File: src/rtl/todt_pkg.sv
// ----------------------------------------------------------------------------
// todt_pkg
// Shared types and codes of the timer occurrence dedup tracker.
// ----------------------------------------------------------------------------
package todt_pkg;

	localparam int DEF_SLOT_COUNT = 8;

	localparam logic [31:0] LIMIT_RESET = 32'd4;

	// stream widths
	localparam int IN_DATA_W  = 96;
	localparam int IN_USER_W  = 3;
	localparam int OUT_DATA_W = 200;

	// event codes
	localparam logic [2:0] MODE_ARM   = 3'd0;
	localparam logic [2:0] MODE_TRY   = 3'd1;
	localparam logic [2:0] MODE_DEQ   = 3'd2;
	localparam logic [2:0] MODE_BEGIN = 3'd3;
	localparam logic [2:0] MODE_END   = 3'd4;
	localparam logic [2:0] MODE_DROP  = 3'd5;

	// verdict codes
	localparam logic [1:0] VERDICT_VALID   = 2'd0;
	localparam logic [1:0] VERDICT_DUP     = 2'd1;
	localparam logic [1:0] VERDICT_BACKLOG = 2'd2;

	typedef struct packed {
		logic [31:0] key;
		logic [31:0] pending;
		logic        busy;
		logic [63:0] busy_occ;
		logic [63:0] last_occ;
	} slot_entry_t;

	typedef struct packed {
		logic        we;
		logic        set_used;
		slot_entry_t data;
	} slot_wr_t;

	typedef struct packed {
		logic        done;
		logic        hit;
		logic        free_found;
		slot_entry_t entry;
	} scan_stat_t;

endpackage

File: src/rtl/todt_slot_table.sv
// ----------------------------------------------------------------------------
// todt_slot_table
// Slot memory with used bits and a one-slot-per-cycle key search that also
// finds the lowest free slot.
// ----------------------------------------------------------------------------
module todt_slot_table import todt_pkg::*; #(
	parameter int SLOT_COUNT = DEF_SLOT_COUNT,
	localparam int IDX_W = (SLOT_COUNT > 1) ? $clog2(SLOT_COUNT) : 1
) (
	input  logic             clk,
	input  logic             arst_n,
	input  logic             start,
	input  logic [31:0]      key,
	input  slot_wr_t         wr,
	input  logic [IDX_W-1:0] waddr,
	output scan_stat_t       stat,
	output logic [IDX_W-1:0] hit_idx,
	output logic [IDX_W-1:0] free_idx
);

	localparam logic [IDX_W-1:0] LAST_IDX = IDX_W'(SLOT_COUNT - 1);

	slot_entry_t            slot_mem_q [SLOT_COUNT];
	slot_entry_t            rd_q;
	slot_entry_t            entry_q;
	logic [SLOT_COUNT-1:0]  used_q;
	logic                   scan_act_q;
	logic [IDX_W-1:0]       idx_q;
	logic                   cmp_vld_q;
	logic [IDX_W-1:0]       cmp_idx_q;
	logic                   hit_q;
	logic [IDX_W-1:0]       hit_idx_q;
	logic                   free_q;
	logic [IDX_W-1:0]       free_idx_q;
	logic                   done_q;
	logic                   key_eq;
	logic                   hit_now;
	logic                   free_now;

	// the one key comparator, reused for every slot
	assign key_eq   = (rd_q.key == key);
	assign hit_now  = cmp_vld_q && used_q[cmp_idx_q] && key_eq && !hit_q;
	assign free_now = cmp_vld_q && !used_q[cmp_idx_q] && !free_q;

	always_ff @(posedge clk) begin
		if (wr.we) begin
			slot_mem_q[waddr] <= wr.data;
		end
		rd_q <= slot_mem_q[idx_q];
		if (hit_now) begin
			entry_q <= rd_q;
		end
	end

	always_ff @(posedge clk or negedge arst_n) begin
		if (!arst_n) begin
			used_q     <= '0;
			scan_act_q <= 1'b0;
			idx_q      <= '0;
			cmp_vld_q  <= 1'b0;
			cmp_idx_q  <= '0;
			hit_q      <= 1'b0;
			hit_idx_q  <= '0;
			free_q     <= 1'b0;
			free_idx_q <= '0;
			done_q     <= 1'b0;
		end else begin
			if (wr.we && wr.set_used) begin
				used_q[waddr] <= 1'b1;
			end
			if (start) begin
				scan_act_q <= 1'b1;
				idx_q      <= '0;
				cmp_vld_q  <= 1'b0;
				hit_q      <= 1'b0;
				free_q     <= 1'b0;
				done_q     <= 1'b0;
			end else begin
				cmp_vld_q <= scan_act_q;
				cmp_idx_q <= idx_q;
				if (scan_act_q) begin
					if (idx_q == LAST_IDX) begin
						scan_act_q <= 1'b0;
					end else begin
						idx_q <= idx_q + 1'b1;
					end
				end
				done_q <= cmp_vld_q && (cmp_idx_q == LAST_IDX);
				if (hit_now) begin
					hit_q     <= 1'b1;
					hit_idx_q <= cmp_idx_q;
				end
				if (free_now) begin
					free_q     <= 1'b1;
					free_idx_q <= cmp_idx_q;
				end
			end
		end
	end

	assign stat.done       = done_q;
	assign stat.hit        = hit_q;
	assign stat.free_found = free_q;
	assign stat.entry      = entry_q;
	assign hit_idx         = hit_idx_q;
	assign free_idx        = free_idx_q;

	a_hit_used: assert property (@(posedge clk) disable iff (!arst_n)
		done_q && hit_q |-> used_q[hit_idx_q])
		else $error("matched slot is not in use");

	a_free_unused: assert property (@(posedge clk) disable iff (!arst_n)
		done_q && free_q |-> !used_q[free_idx_q])
		else $error("free slot already in use");

	a_start_idle: assert property (@(posedge clk) disable iff (!arst_n)
		start |-> !scan_act_q && !cmp_vld_q)
		else $error("search restarted while running");

	a_write_quiet: assert property (@(posedge clk) disable iff (!arst_n)
		wr.we |-> !scan_act_q && !cmp_vld_q)
		else $error("slot write during search");

	a_done_end: assert property (@(posedge clk) disable iff (!arst_n)
		done_q |=> !done_q)
		else $error("search done held longer than one cycle");

endmodule

File: src/rtl/timer_occurrence_dedup_tracker.sv
// Tracks timer occurrences in a table of SLOT_COUNT slots, one per timer key
// (key zero counts as key one), and returns one result item per event item.
// The key search walks the slot memory one slot a cycle through a single
// comparator; a new event is accepted only in the idle state, after the last
// one has passed the search, update and finish states. A result waiting in
// the output register does not keep the next event from being accepted.
// ----------------------------------------------------------------------------
// timer_occurrence_dedup_tracker
// Event sequencer, running totals and stream ports of the tracker.
// ----------------------------------------------------------------------------
module timer_occurrence_dedup_tracker import todt_pkg::*; #(
	parameter int SLOT_COUNT = DEF_SLOT_COUNT
) (
	input  logic                  clk,
	input  logic                  arst_n,
	input  logic                  s_tvalid,
	output logic                  s_tready,
	// timer_key[31:0], occurrence[95:32]
	input  logic [IN_DATA_W-1:0]  s_tdata,
	// mode[2:0]
	input  logic [IN_USER_W-1:0]  s_tuser,
	output logic                  m_tvalid,
	input  logic                  m_tready,
	// queued[0], table_full[1], timer_busy[2], timer_pending[34:3],
	// all_pending[66:35], deliveries[98:67], duplicates[130:99],
	// drops[162:131], peak_pending[194:163], verdict[196:195], zero[199:197]
	output logic [OUT_DATA_W-1:0] m_tdata,
	input  logic                  cfg_we,
	input  logic [31:0]           cfg_wdata
);

	localparam int IDX_W = (SLOT_COUNT > 1) ? $clog2(SLOT_COUNT) : 1;

	typedef enum logic [3:0] {
		ST_IDLE   = 4'b0001,
		ST_SCAN   = 4'b0010,
		ST_UPDATE = 4'b0100,
		ST_FINISH = 4'b1000
	} state_t;

	state_t           state_q;
	logic [2:0]       mode_q;
	logic [31:0]      key_q;
	logic [63:0]      occ_q;
	logic [31:0]      limit_q;
	logic [31:0]      sum_q;
	logic [31:0]      deliv_q;
	logic [31:0]      dup_q;
	logic [31:0]      drop_q;
	logic [31:0]      peak_q;
	logic             res_queued_q;
	logic             res_full_q;
	logic             res_busy_q;
	logic [31:0]      res_pend_q;
	logic             m_tvalid_q;
	logic             out_queued_q;
	logic             out_full_q;
	logic             out_busy_q;
	logic [31:0]      out_pend_q;
	logic [31:0]      out_sum_q;
	logic [31:0]      out_deliv_q;
	logic [31:0]      out_dup_q;
	logic [31:0]      out_drop_q;
	logic [31:0]      out_peak_q;
	logic [1:0]       out_verdict_q;

	logic             accept;
	logic             start;
	scan_stat_t       stat;
	logic [IDX_W-1:0] hit_idx;
	logic [IDX_W-1:0] free_idx;
	slot_wr_t         wr;
	logic [IDX_W-1:0] waddr;

	logic             allocating;
	logic             slot_ok;
	slot_entry_t      base;
	slot_entry_t      nxt;
	logic             upd_queued;
	logic             upd_dup;
	logic             upd_drop;
	logic             upd_deliv;
	logic             upd_dec;
	logic             mode_known;
	logic             out_free;
	logic [1:0]       verdict;

	assign s_tready = (state_q == ST_IDLE);
	assign accept   = s_tvalid && s_tready;
	assign start    = accept;
	assign out_free = !m_tvalid_q || m_tready;

	todt_slot_table #(
		.SLOT_COUNT (SLOT_COUNT)
	) u_table (
		.clk      (clk),
		.arst_n   (arst_n),
		.start    (start),
		.key      (key_q),
		.wr       (wr),
		.waddr    (waddr),
		.stat     (stat),
		.hit_idx  (hit_idx),
		.free_idx (free_idx)
	);

	// event decode on the slot found by the search
	always_comb begin
		allocating = (mode_q == MODE_ARM) || (mode_q == MODE_TRY) ||
			(mode_q == MODE_BEGIN) || (mode_q == MODE_DROP);
		mode_known = allocating || (mode_q == MODE_DEQ) || (mode_q == MODE_END);
		slot_ok    = stat.hit || (allocating && stat.free_found);
		if (stat.hit) begin
			base = stat.entry;
		end else begin
			base     = '0;
			base.key = key_q;
		end
		nxt        = base;
		upd_queued = 1'b0;
		upd_dup    = 1'b0;
		upd_drop   = 1'b0;
		upd_deliv  = 1'b0;
		upd_dec    = 1'b0;
		unique case (mode_q)
			MODE_TRY: begin
				if (base.busy && (base.busy_occ == occ_q)) begin
					upd_dup = 1'b1;
				end else if ((base.pending != 32'd0) && (base.last_occ == occ_q)) begin
					upd_drop = 1'b1;
				end else begin
					nxt.pending = base.pending + 32'd1;
					nxt.last_occ = occ_q;
					upd_queued = 1'b1;
				end
			end
			MODE_DEQ: begin
				if (base.pending != 32'd0) begin
					nxt.pending = base.pending - 32'd1;
					upd_dec = 1'b1;
				end
			end
			MODE_BEGIN: begin
				if (base.busy) begin
					upd_dup = 1'b1;
				end else begin
					nxt.busy     = 1'b1;
					nxt.busy_occ = occ_q;
				end
			end
			MODE_END: begin
				nxt.busy     = 1'b0;
				nxt.busy_occ = '0;
				upd_deliv    = 1'b1;
			end
			MODE_DROP: begin
				upd_drop = 1'b1;
			end
			default: begin
			end
		endcase
		if (!slot_ok) begin
			upd_queued = 1'b0;
			upd_dup    = 1'b0;
			upd_drop   = 1'b0;
			upd_deliv  = 1'b0;
			upd_dec    = 1'b0;
		end
	end

	assign wr.we       = (state_q == ST_UPDATE) && slot_ok && mode_known;
	assign wr.set_used = !stat.hit;
	assign wr.data     = nxt;
	assign waddr       = stat.hit ? hit_idx : free_idx;

	always_comb begin
		if (dup_q != 32'd0) begin
			verdict = VERDICT_DUP;
		end else if (peak_q > limit_q) begin
			verdict = VERDICT_BACKLOG;
		end else begin
			verdict = VERDICT_VALID;
		end
	end

	always_ff @(posedge clk or negedge arst_n) begin
		if (!arst_n) begin
			state_q    <= ST_IDLE;
			limit_q    <= LIMIT_RESET;
			sum_q      <= '0;
			deliv_q    <= '0;
			dup_q      <= '0;
			drop_q     <= '0;
			peak_q     <= '0;
			m_tvalid_q <= 1'b0;
		end else begin
			if (cfg_we) begin
				limit_q <= cfg_wdata;
			end
			if ((state_q == ST_FINISH) && out_free) begin
				m_tvalid_q <= 1'b1;
			end else if (m_tvalid_q && m_tready) begin
				m_tvalid_q <= 1'b0;
			end
			unique case (state_q)
				ST_IDLE: begin
					if (accept) begin
						state_q <= ST_SCAN;
					end
				end
				ST_SCAN: begin
					if (stat.done) begin
						state_q <= ST_UPDATE;
					end
				end
				ST_UPDATE: begin
					if (upd_queued) begin
						sum_q <= sum_q + 32'd1;
						if (nxt.pending > peak_q) begin
							peak_q <= nxt.pending;
						end
					end
					if (upd_dec) begin
						sum_q <= sum_q - 32'd1;
					end
					if (upd_dup) begin
						dup_q <= dup_q + 32'd1;
					end
					if (upd_drop) begin
						drop_q <= drop_q + 32'd1;
					end
					if (upd_deliv) begin
						deliv_q <= deliv_q + 32'd1;
					end
					state_q <= ST_FINISH;
				end
				ST_FINISH: begin
					if (out_free) begin
						state_q <= ST_IDLE;
					end
				end
				default: begin
					state_q <= ST_IDLE;
				end
			endcase
		end
	end

	always_ff @(posedge clk) begin
		if (accept) begin
			mode_q <= s_tuser;
			key_q  <= (s_tdata[31:0] == 32'd0) ? 32'd1 : s_tdata[31:0];
			occ_q  <= s_tdata[95:32];
		end
		if (state_q == ST_UPDATE) begin
			res_queued_q <= upd_queued;
			res_full_q   <= allocating && !slot_ok;
			res_busy_q   <= slot_ok && nxt.busy;
			res_pend_q   <= slot_ok ? nxt.pending : 32'd0;
		end
		if ((state_q == ST_FINISH) && out_free) begin
			out_queued_q  <= res_queued_q;
			out_full_q    <= res_full_q;
			out_busy_q    <= res_busy_q;
			out_pend_q    <= res_pend_q;
			out_sum_q     <= sum_q;
			out_deliv_q   <= deliv_q;
			out_dup_q     <= dup_q;
			out_drop_q    <= drop_q;
			out_peak_q    <= peak_q;
			out_verdict_q <= verdict;
		end
	end

	assign m_tvalid = m_tvalid_q;
	assign m_tdata  = {3'b000, out_verdict_q, out_peak_q, out_drop_q, out_dup_q,
		out_deliv_q, out_sum_q, out_pend_q, out_busy_q, out_full_q, out_queued_q};

	a_queued_not_full: assert property (@(posedge clk) disable iff (!arst_n)
		m_tvalid_q && out_queued_q |-> !out_full_q)
		else $error("item both queued and table full");

	a_sum_follows_queue: assert property (@(posedge clk) disable iff (!arst_n)
		(state_q == ST_UPDATE) && upd_queued |=> sum_q == $past(sum_q) + 32'd1)
		else $error("outstanding total missed a queued item");

	a_backlog_no_dup: assert property (@(posedge clk) disable iff (!arst_n)
		m_tvalid_q && (out_verdict_q == VERDICT_BACKLOG) |-> out_dup_q == 32'd0)
		else $error("backlog verdict with duplicates counted");

	a_peak_grows: assert property (@(posedge clk) disable iff (!arst_n)
		1'b1 |=> peak_q >= $past(peak_q))
		else $error("peak outstanding went down");

endmodule

File: config.mk
export PLATFORM = sky130hd
export DESIGN_NAME = timer_occurrence_dedup_tracker
export DESIGN_NICKNAME = d
export VERILOG_FILES = /design/src/rtl/todt_pkg.sv /design/src/rtl/todt_slot_table.sv /design/src/rtl/timer_occurrence_dedup_tracker.sv
export SDC_FILE = /design/constraint.sdc
export NUM_CORES = 2
export LEC_CHECK = 0
export BUFFER_PORTS_ARGS = -buffer_cell sky130_fd_sc_hd__buf_2
export CORE_MARGIN = 8
export CORE_UTILIZATION = 45
export CTS_CLUSTER_DIAMETER = 30
export DETAILED_ROUTE_END_ITERATION = 7
export PLACE_DENSITY = 0.6
export SLEW_MARGIN = 10
export SYNTH_ARGS = -nofsm -noshare
export SYNTH_HDL_FRONTEND = slang
export SYNTH_SLANG_ARGS = --single-unit
File: constraint.sdc
create_clock -name clk -period 17.59 [get_ports clk]
set_input_delay 2.6385 -clock clk [delete_from_list [all_inputs] [get_ports clk]]
set_output_delay 2.6385 -clock clk [all_outputs]
set_load 0.05 [all_outputs]
# Word level (Yosys, flattened, before mapping)
# Memory sizes are Yosys's and may differ from the RTL's. A register that Yosys moved wholly into a read port is not among the register bits.
# Index checks and enable logic that the tools add are counted.
# Widths: inputs -> output; s select.
[op_classes] n_mux=55 n_eq_ne=18 n_reduce_logical=48 n_addsub=8 bitwise=2 magnitude_cmp=5
[op_table] op="$mux 64" n=4
[op_table] op="$mux 193" n=1
[op_table] op="$add 32x1->32 const B" n=5
[op_table] op="$mux 32" n=5
[op_table] op="$pmux 65 s2" n=1
[op_table] op="$eq 64x64->1" n=2
[op_table] op="$gt 32x32->1" n=2
[op_table] op="$pmux 32 s2" n=1
[op_table] op="$reduce_bool 32->1" n=2
[op_table] op="$sub 32x1->32 const B" n=2
[op_table] op="$eq 32x32->1" n=1
[op_table] op="$logic_not 32->1" n=1
[op_table] op="$mux 1" n=30
[op_table] op="$logic_and 1x1->1" n=18
[op_table] op="$pmux 4 s4" n=1
[op_table] op="$reduce_and 2->1" n=7
[op_table] op="$eq 3x3->1 const B" n=4
[op_table] op="$mux 3" n=4
[op_table] op="$mux 4" n=3
[op_table] op="$reduce_bool 2->1" n=5
[op_table] op="$lt 3x4->1 const B" n=2
[op_table] op="$or 8x8->8" n=1
[op_table] op="$logic_or 1x1->1" n=7
[op_table] op="$eq 3x2->1 const B" n=2
[op_table] op="other kinds (17)" n=25
[word_totals] mem_count=1 out_inout_bits=202 word_cells=177 input_bits=136 reg_bits=746 ram_bits=1544
[mem_list] memory="u_table.slot_mem_q" depth=8 width=193 rd=1 rd_ports_with_merged_regs=1 write_ports=1 line_no="todt_slot_table.sv:23" source="slot_entry_t slot_mem_q [SLOT_COUNT];"

# Depth between registers and ports, before layout
[logic_depth] ltp_word=10 mapped_depth=30 ltp_nobuf=21

# Modules after synthesis
# From an unflattened synthesis, not the netlist that was laid out.
[unflattened] hier_cells=5504 area_unflattened_um2=97658.7
[by_module_without_submodules] module="todt_slot_table" cells_per_inst=2766 instances=1 area_each_um2=68884.8 seq_area_each_um2=56649.3
[by_module_without_submodules] module="timer_occurrence_dedup_tracker" cells_per_inst=2738 instances=1 area_each_um2=28773.8 seq_area_each_um2=14871.8

# Least setup slack after synthesis
# Ideal clock, no wire load.
[synth_timing] path_kind="input port to flip-flop" startpoint="input port m_tready" endpoint="register out_busy_q, enable pin" setup_ps=756 arrival_ps=10864 t_required_ps=16834 slack_ps=5969 cell_stages=2 path_buffers=0 path_cell_list="nor2b_1 -> nor2_1"
[synth_between] elab_chain_cells=2
[synth_lines] element="start: declaration" line_no="timer_occurrence_dedup_tracker.sv:23" source="input logic m_tready,"
[synth_lines] element="$logic_or 1x1->1" line_no="timer_occurrence_dedup_tracker.sv:91" source="assign out_free = !m_tvalid_q || m_tready;"
[synth_lines] element="$logic_and 1x1->1" line_no="timer_occurrence_dedup_tracker.sv:261" source="if ((state_q == ST_FINISH) && out_free) begin"
[synth_lines] element="end signal: assignment" line_no="timer_occurrence_dedup_tracker.sv:264" source="out_busy_q <= res_busy_q;"
[synth_lines] element="end: declaration" line_no="timer_occurrence_dedup_tracker.sv:58" source="logic out_busy_q;"
# Every way passes these cells.
# A chain may end at the register's enable or synchronous reset.

==> reports/results.txt <==
Worst Tran Pin Value = 1.239 ns
number of global-route vias before repair = 53,978
WHS Endpoint = u_table.stat[129]
DRC = 0
GP Congestion = 0.8444
H-tree Lvls = 5
RSZ-0062 raised after global routing = no
pwr/cell area = 155.3 nW/µm²
CP Cell Sequence = buf_12 -> buf_4 -> o41ai_2 -> a41oi_1 -> nor2_1 -> nor4_4 -> buf_4 -> nor3_4 -> buf_4 -> a21o_1 -> a31oi_1 -> ha_1 -> a21o_1 -> a21o_1 -> a21oi_1 -> o211ai_1 -> a21oi_1 -> o21a_1 -> or3b_2 -> mux2_2
Worst R2R Path Depth = 20
flops & latches, synth = 2,483
Core Footprint = 214,400 µm²
share of cells above drive strength 1 = 29.34%
initial antenna violation count = 11
max incr delay on CP = 0.86 ns
final net count = 6,277
I/O Buffers = 334
Gate Count Post-Synth = 5,455
initial core utilization = 45.25%
crit-path max FO = 93
post-route cell area = 118,200 µm²
Post-synth top flop = edfxtp_1
CP Buf/Inv Count = 4
endpoints failing setup = 0
Leak Pwr = 42.21 nW
CTS tree = built
CTS resizes = 0
critical path class = reg2reg
Crit-path slowest cell = dfrtp_4
worst slack, placed = 9.439 ns
r2r endpoint = peak_q[10]
dpl cells = 8,399
Yosys top cell area share = 64.01%
Worst Setup Slack, final = 9.659 ns
run status = completed
Syn. warnings = 0
asr flop ratio synth = 8.941%
Fin Setup TNS = 0 ns
Avg Vias per Cell = 5.624
kind of cell adding the most delay to the critical path = compound AO/OA/AOI/OAI gates
Clock transition at path regs = 0.05 ns
first-pass GRT wire length = 351.1 mm
post-CTS setup buffers = 0
final worst path period share = 45.09%
post-synthesis cell type count = 88
Die Area = 230,700 µm²
Synth top cells by count = 2,068 x edfxtp_1, 388 x mux4_2, 341 x nand2_1
worst vdd ir = 0.1090 mV
first-pass detailed-route iteration total = 6
Yosys top cell by area = edfxtp_1
Die W = 480.3 µm
FF-to-FF setup slack = 9.66 ns
post-DP HPWL = 136.1 mm
Via Count = 52,234
hold depth = 0
dominant cells by area after synthesis = edfxtp_1 64%, mux4_2 9.0%, dfrtp_1 5.7%
CP endpoint kind = flop
Slew Limit Fails = 0
WL per Instance = 25.49 µm
Area growth syn-to-layout = 21.81%
Cell Area, Synth = 97,010 µm²
Hold Path Origin = u_table.rd_q[129]
WHS = 0.3679 ns
clock buffer depth = 4
Max-slew headroom = 16.52%
startpoint types = flop
Worst Skew = 0.08650 ns
CTS Buf Count = 473
die height = 480.3 µm
pin count of the biggest net entering global routing = 145
Reg-to-Reg Start = u_table.hit_q
Seq/Total Area, Yosys = 73.72%
Avg Cell Area, Syn = 17.78 µm²
Max-cap violations = 0
Post-synth EDFFs = 2,068
drt total wl = 236.7 mm
maximum clock frequency = 0.1261 GHz
CTS Sinks = 2,483
# rows = 170
Total GRT Usage = 20.15%
Worst Path Required = 18.41 ns
worst endpoint data arrival time = 8.75 ns
crit path time final = 7.931 ns
Top Ports = 338
top-count cell post-synth = edfxtp_1
Design Power = 18.35 mW
dpl cell area = 101,800 µm²
GR Overflow Total = 0
root buf cell = clkbuf_16
# hold bufs at CTS = 0
final core occ = 55.12%
Non-Filler Instances = 9,287
Clock Latency Late Sink = 0.99 ns
DR iter-0 viols = 4,385
CP Depth = 20
Antenna Nets Post-Route = 0
Final Hold Fails = 0
hold crit path type = reg2reg
==> logic make-up (layout without fill, tap and decap cells) <==
kind of cell               after synthesis  after routing  share of synthesized area (%)
AOI/OAI and AO/OA                      619            619                          4.172
xor gates and xnor gates               225            225                          2.031
adders and majority gates              104            104                          1.346
buffers and inverters                  433           1418                          1.782
DFF                                   2483           2483                          73.72
muxes                                  661            661                          12.16
other                                    1             10                       0.003865
and+or+nand+nor                        929            929                          4.782
==> metal layers <==
metal  vias up  GRT usage, %  share of wire [%]
met5         -             0             0.0051
met4         2         6.558                2.9
met3       407         4.118                6.7
met2      1873         31.53                 46
met1     27144         28.52                 44
li1      22808             -                  -
==> placed cells by master (no fill, tap or decap), drive strengths merged, types with 11 or more instances in the layout <==
cell type,count
bufinv,66
nor4,62
a21oi,87
clkinvlp,53
nand3,83
nand4b,17
ha,102
nand2b,30
a22o,65
mux4,388
and3,35
xnor2,97
xor2,128
o21a,13
clkbuf,548
nor2,147
a21o,33
o31ai,18
nor2b,46
mux2,260
nand4,51
a22oi,17
o21ai,216
nand2,341
dfxtp,193
clkinv,145
o22ai,30
inv,201
buf,405
a2bb2oi,13
edfxtp,2068
and2,17
nor3,40
dfrtp,220
nor4bb,11
a31oi,28
mux2i,13
==> registers in the layout (all words and copies together), names as in the netlist, 64 cells and up <==
register,count
u_table.slot_mem_q,1544
u_table.rd_q,193
u_table.stat,193
occ_q,64
==> where the power goes <==
group	internal (mW)	total, mW	switching, mW	leakage, nW
Sequential	6.83	7.14	0.312	24.0
Combinational	1.12	2.16	1.04	10.4
Clock	6.02	9.05	3.03	7.85
==> area by class of cell <==
cell class / instances / area, µm²
sequential: 2483 / 71540
fill: 16539 / 96230
inverter: 134 / 505.5
clock buffer: 548 / 12350
timing repair buffer: 405 / 2377
multi-input combinational: 2541 / 23910
tap: 2838 / 3551
antenna: 7 / 17.52
clock inverter: 331 / 3926
==> how the worst max path moves through the flow <==
stage,from,endpoint
after floorplan,m_tready,out_busy_q
after global routing,u_table.hit_q,peak_q[10]
after detailed placement,u_table.hit_q,peak_q[2]
final,u_table.hit_q,peak_q[10]
after global placement,u_table.hit_q,peak_q[4]
after CTS,u_table.hit_q,peak_q[21]
==> worst register-to-register path, stage by stage, from the launching register on <==
cell,delay (ns)
dfrtp_4,0.86
buf_12,0.48
buf_4,0.85
o41ai_2,0.30
a41oi_1,0.38
nor2_1,0.23
nor4_4,0.31
buf_4,0.27
nor3_4,0.07
buf_4,0.36
a21o_1,0.28
a31oi_1,0.75
ha_1,0.40
a21o_1,0.16
a21o_1,0.17
a21oi_1,0.13
o211ai_1,0.12
a21oi_1,0.29
o21a_1,0.14
or3b_2,0.82
mux2_2,0.44
No activity file was read; power rests on OpenSTA's default activity.
